`config.mk`:
```
export PLATFORM = sky130hd
export DESIGN_NAME = swat_front
export DESIGN_NICKNAME = d
export VERILOG_FILES = /design/src/design/swat_pkg.sv /design/src/design/swat_front.sv
export SDC_FILE = /design/constraint.sdc
export NUM_CORES = 1
export LEC_CHECK = 0
export BUFFER_PORTS_ARGS = -buffer_cell sky130_fd_sc_hd__buf_2
export CORE_MARGIN = 4
export CORE_UTILIZATION = 50
export DETAILED_ROUTE_END_ITERATION = 10
export GPL_TIMING_DRIVEN = 0
export PLACE_DENSITY_LB_ADDON = 0.15
export SYNTH_ARGS = -nofsm -noshare
export SYNTH_HDL_FRONTEND = slang
export SYNTH_SLANG_ARGS = --single-unit
```
`constraint.sdc`:
```
create_clock -name clk -period 3.15 [get_ports clk]
set_input_delay 0.7875 -clock clk [delete_from_list [all_inputs] [get_ports clk]]
set_output_delay 0.7875 -clock clk [all_outputs]
set_load 0.05 [all_outputs]
```
`src/design/swat_pkg.sv`:
```
package swat_pkg;

  typedef enum logic [1:0] {
    ACT_MATRIX = 2'd0,
    ACT_QUERY  = 2'd1,
    ACT_REF    = 2'd2,
    ACT_NONE   = 2'd3
  } action_t;

  localparam logic [2:0] REG_GAP_OPEN   = 3'd0;
  localparam logic [2:0] REG_GAP_EXTEND = 3'd1;
  localparam logic [2:0] REG_QUERY_LEN  = 3'd2;
  localparam logic [2:0] REG_MINUS_INF  = 3'd3;
  localparam logic [2:0] REG_SAT_CEIL   = 3'd4;

  localparam logic [1:0] ORG_ZERO = 2'd0;
  localparam logic [1:0] ORG_DIAG = 2'd1;
  localparam logic [1:0] ORG_DEL  = 2'd2;
  localparam logic [1:0] ORG_INS  = 2'd3;

  localparam logic signed [7:0] SCORE_MIN = -8'sd128;
  localparam logic signed [7:0] SCORE_MAX = 8'sd127;

  // minus infinity score after reset
  localparam logic signed [7:0] MINUS_INF_RESET = -8'sd117;

  // residue codes wrap at this size; the table index packs two codes
  localparam int ALPHABET_SIZE = 32;

  // classified item handed from front to back
  typedef struct packed {
    action_t    action;
    logic [4:0] row;
    logic [4:0] col;
    logic [7:0] score;
    logic [5:0] qidx;
    logic [4:0] code;
    logic       last;
  } cmd_t;

  function automatic logic signed [7:0] sat8(input logic signed [9:0] v);
    if (v > 10'sd127) return SCORE_MAX;
    if (v < -10'sd128) return SCORE_MIN;
    return v[7:0];
  endfunction

  function automatic logic signed [7:0] smax(input logic signed [7:0] a,
                                             input logic signed [7:0] b);
    return (a > b) ? a : b;
  endfunction

endpackage

```
`src/design/swat_front.sv`:
```
module swat_front (
  input  logic              clk,
  input  logic              rst_n,
  input  logic              in_tvalid,
  output logic              in_tready,
  input  logic [31:0]       in_tdata,
  input  logic [1:0]        in_tuser,
  input  logic              in_tlast,
  output logic              q_valid,
  input  logic              q_ready,
  output swat_pkg::cmd_t    q_cmd
);

  // two-entry queue
  swat_pkg::cmd_t mem_r [2];
  logic           wp_r, rp_r;
  logic [1:0]     cnt_r;
  logic           push, pop;

  assign in_tready = (cnt_r != 2'd2);
  assign push = in_tvalid && in_tready && (in_tuser != swat_pkg::ACT_NONE);
  assign pop = q_valid && q_ready;
  assign q_valid = (cnt_r != 2'd0);
  assign q_cmd = mem_r[rp_r];

  always_ff @(posedge clk) begin
    if (push) begin
      mem_r[wp_r].action <= swat_pkg::action_t'(in_tuser);
      mem_r[wp_r].row    <= in_tdata[4:0];
      mem_r[wp_r].col    <= in_tdata[9:5];
      mem_r[wp_r].score  <= in_tdata[17:10];
      mem_r[wp_r].qidx   <= in_tdata[23:18];
      mem_r[wp_r].code   <= in_tdata[28:24];
      mem_r[wp_r].last   <= in_tlast;
    end
    if (!rst_n) begin
      wp_r  <= 1'b0;
      rp_r  <= 1'b0;
      cnt_r <= 2'd0;
    end else begin
      if (push) wp_r <= ~wp_r;
      if (pop) rp_r <= ~rp_r;
      cnt_r <= cnt_r + {1'b0, push} - {1'b0, pop};
    end
  end

  a_no_overflow: assert property (@(posedge clk) disable iff (!rst_n)
    cnt_r == 2'd2 |-> !push) else $error("queue overflow");
  a_no_underflow: assert property (@(posedge clk) disable iff (!rst_n)
    cnt_r == 2'd0 |-> !pop) else $error("queue underflow");
  a_cnt_range: assert property (@(posedge clk) disable iff (!rst_n)
    cnt_r != 2'd3) else $error("queue count out of range");

endmodule

```
==> flow_summary.json <==
{
  "drc_errors": 0,
  "rsz0062_at_grt": "no",
  "synth.distinct_cells": 18,
  "rows": 26,
  "max_freq_mhz": 446,
  "syn_avg_cell_area_um2": 21.5,
  "synthToLayoutAreaGrowth_pct": 22.1,
  "grt_max_degree": 33,
  "whs_path_depth": 2,
  "cp-end-kind": "primary output",
  "drive_gt1_frac": 0.564,
  "synth.cell_area_mm2": 0.00271,
  "yosysSeqAreaShare": 0.747,
  "r2r-end": "mem_r[0][7]",
  "yosys.area.top_type": "edfxtp_1",
  "cap_viol_max_count": 0,
  "drtIter0Drc": 72,
  "path_buf_inv": 3,
  "track_usage": 0.135,
  "diodes": 0,
  "max_slew_margin": 0.371,
  "postCtsSetupBuffers": 0,
  "crit_arrival_ps": 1450,
  "grt-ovfl-total": 0,
  "peakVddDrop_mv": 0.494,
  "htreeDepth": 3,
  "stdcell_area_mm2": 0.00331,
  "total_leakage_power_nw": 1.30,
  "layout_commonest_cell": "buf_2",
  "cts_tree": "done",
  "finalHoldViolations": 0,
  "fp.dieW_um": 81.6,
  "cts-root-buf": "clkbuf_8",
  "crit_path_max_incr_delay_ps": 320,
  "n_fill_cell": 374,
  "synthTopCellsByArea": "edfxtp_1, mux2_4, dfxtp_1, buf_12, xnor2_1",
  "numCtsBuffers": 9,
  "die_y_um": 81.6,
  "worst-r2r-setup-slack_ps": 1200,
  "hold_buffers": 0,
  "rr_worst_depth": 3,
  "syn-num-nets": 167,
  "multiInputGateArea_um2": 622,
  "post_drt_wl_per_cell_um": 14.7,
  "first_pass_iters": 6,
  "nets": 247,
  "fin_worst_skew_ps": 10.6,
  "clkLatencyLatePin_ps": 320,
  "routed_via_density": 4.69,
  "core_area_mm2": 0.00517,
  "antenna_found_initial": 0,
  "grt_pass1_vias": 1432,
  "dieArea_mm2": 0.00666,
  "r2r-start": "cnt_r[0]",
  "period_minus_slack_ps": 2240,
  "yosys_register_bits": 69,
  "clock_path_buffers": 2,
  "cp_num_cells": 4,
  "cts_num_sinks": 69,
  "gp_congestion": 0.628,
  "wl_um": 4140,
  "ctsResizeCount": 0,
  "status": "complete, no violations",
  "crit_path_end": "q_cmd[28]",
  "critPathTopFamily": "buffers and inverters",
  "critPathKind": "flip-flop to primary output",
  "start_kind": "flip-flop",
  "port_buffers": 69,
  "hp-class": "flip-flop to flip-flop",
  "maxSlewViolCount": 0,
  "period_share": 0.711,
  "worst_hold_slack_ps": 558,
  "cp_slowest_cell": "dfxtp_1",
  "tightest_slew_ps": 942,
  "num_io_pins": 73,
  "place_area_mm2": 0.00316,
  "ant_nets": 0,
  "vias": 1319,
  "ff_latch_area_mm2": 0.00202,
  "yosys_warnings": 0,
  "required_ps": 2360,
  "path_max_fanout": 10,
  "final_cell_mix": "buf_2, edfxtp_1, mux2_4, clkbuf_8, clkbuf_1",
  "syn-instance-count": 126,
  "grt_pass1_wl_um": 6490,
  "clk_pin_slew_worst_paths_ps": 70,
  "synth_top_area_frac": 0.710,
  "path_cells": "buf_6 > buf_12 > mux2_4 > buf_2",
  "dp_hpwl_um": 2850,
  "powerDensity_mw_per_mm2": 843,
  "setup_viol": 0,
  "power_mw": 2.79,
  "start_util": 0.523
}
[routing by layer]
layer  GRT usage  wire, um  up-vias
li1            -         -      641
met1       0.137      1480      625
met2       0.246      2280       45
met3      0.0417       295        8
met4      0.0698        82        0
met5           0         0        -
[worst min-delay path by stage]
stage / startpoint / endpoint / slack (ps)
final: rp_r / flip-flop / 560
after global routing: wp_r / wp_r / 590
after CTS: rp_r / flip-flop / 560
after detailed placement: rp_r / flip-flop / 540
after global placement: wp_r / wp_r / 460
after floorplan: wp_r / wp_r / 450
[state kept, by name, summed over array words and instances, names as in the netlist, named ones only]
| name | count |
|---|---|
| cnt_r | 2 |
| mem_r | 64 |
| rp_r | 1 |
| wp_r | 1 |
[cell type report]
type	count	area share
Tap cell	70	0.0265
Timing Repair Buffer	69	0.104
Clock buffer	16	0.0454
Buffer	4	0.0216
Sequential cell	69	0.612
Multi-Input combinational cell	51	0.188
Inverter	2	0.00227
[cells by family (layout without fill, tap and decap cells)]
| group | Yosys count | in the layout | synth area share |
|---|---|---|---|
| flops | 69 | 69 | 0.747 |
| xor+xnor | 3 | 3 | 0.00971 |
| compound gates | 1 | 1 | 0.00324 |
| simple gates | 12 | 12 | 0.0236 |
| mux | 33 | 33 | 0.178 |
| fa+ha+maj | 2 | 2 | 0.00924 |
| buf+inv | 6 | 91 | 0.0291 |
[tightest hold or removal path: cells and delay by family, from the launching register on]
kind | cells | cell delay, ps
and+or+nand+nor | 1 | 110
DFF | 1 | 320
xor gates and xnor gates | 1 | 90
[synth_stat cells]
| cell | number |
|---|---|
| edfxtp_1 | 64 |
| mux2_4 | 30 |
| dfxtp_1 | 5 |
| buf_12 | 3 |
| nand2_1 | 3 |
| xnor2_1 | 3 |
| and2_1 | 2 |
| ha_1 | 2 |
| inv_1 | 2 |
| mux2_2 | 2 |
| nor2_1 | 2 |
| nor2b_1 | 2 |
| buf_6 | 1 |
| mux2i_1 | 1 |
| nand2b_2 | 1 |
| nand3_1 | 1 |
| o21a_2 | 1 |
| or2_2 | 1 |
[metrics by stage]
stage,worst slack (ps),setup TNS (ps),util,std cells
final,909,0,0.639,281
after global routing,835,0,0.639,281
after floorplan,354,0,-,126
after detailed placement,708,0,0.610,265
after CTS,892,0,0.639,281
after global placement,-415,-26440,0.607,265
[where the power goes]
| group | internal, mW | switching (mW) |
|---|---|---|
| clock network | 0.289 | 0.278 |
| registers | 1.12 | 0.0351 |
| logic | 0.382 | 0.684 |
No activity file was read; power rests on OpenSTA's default activity.
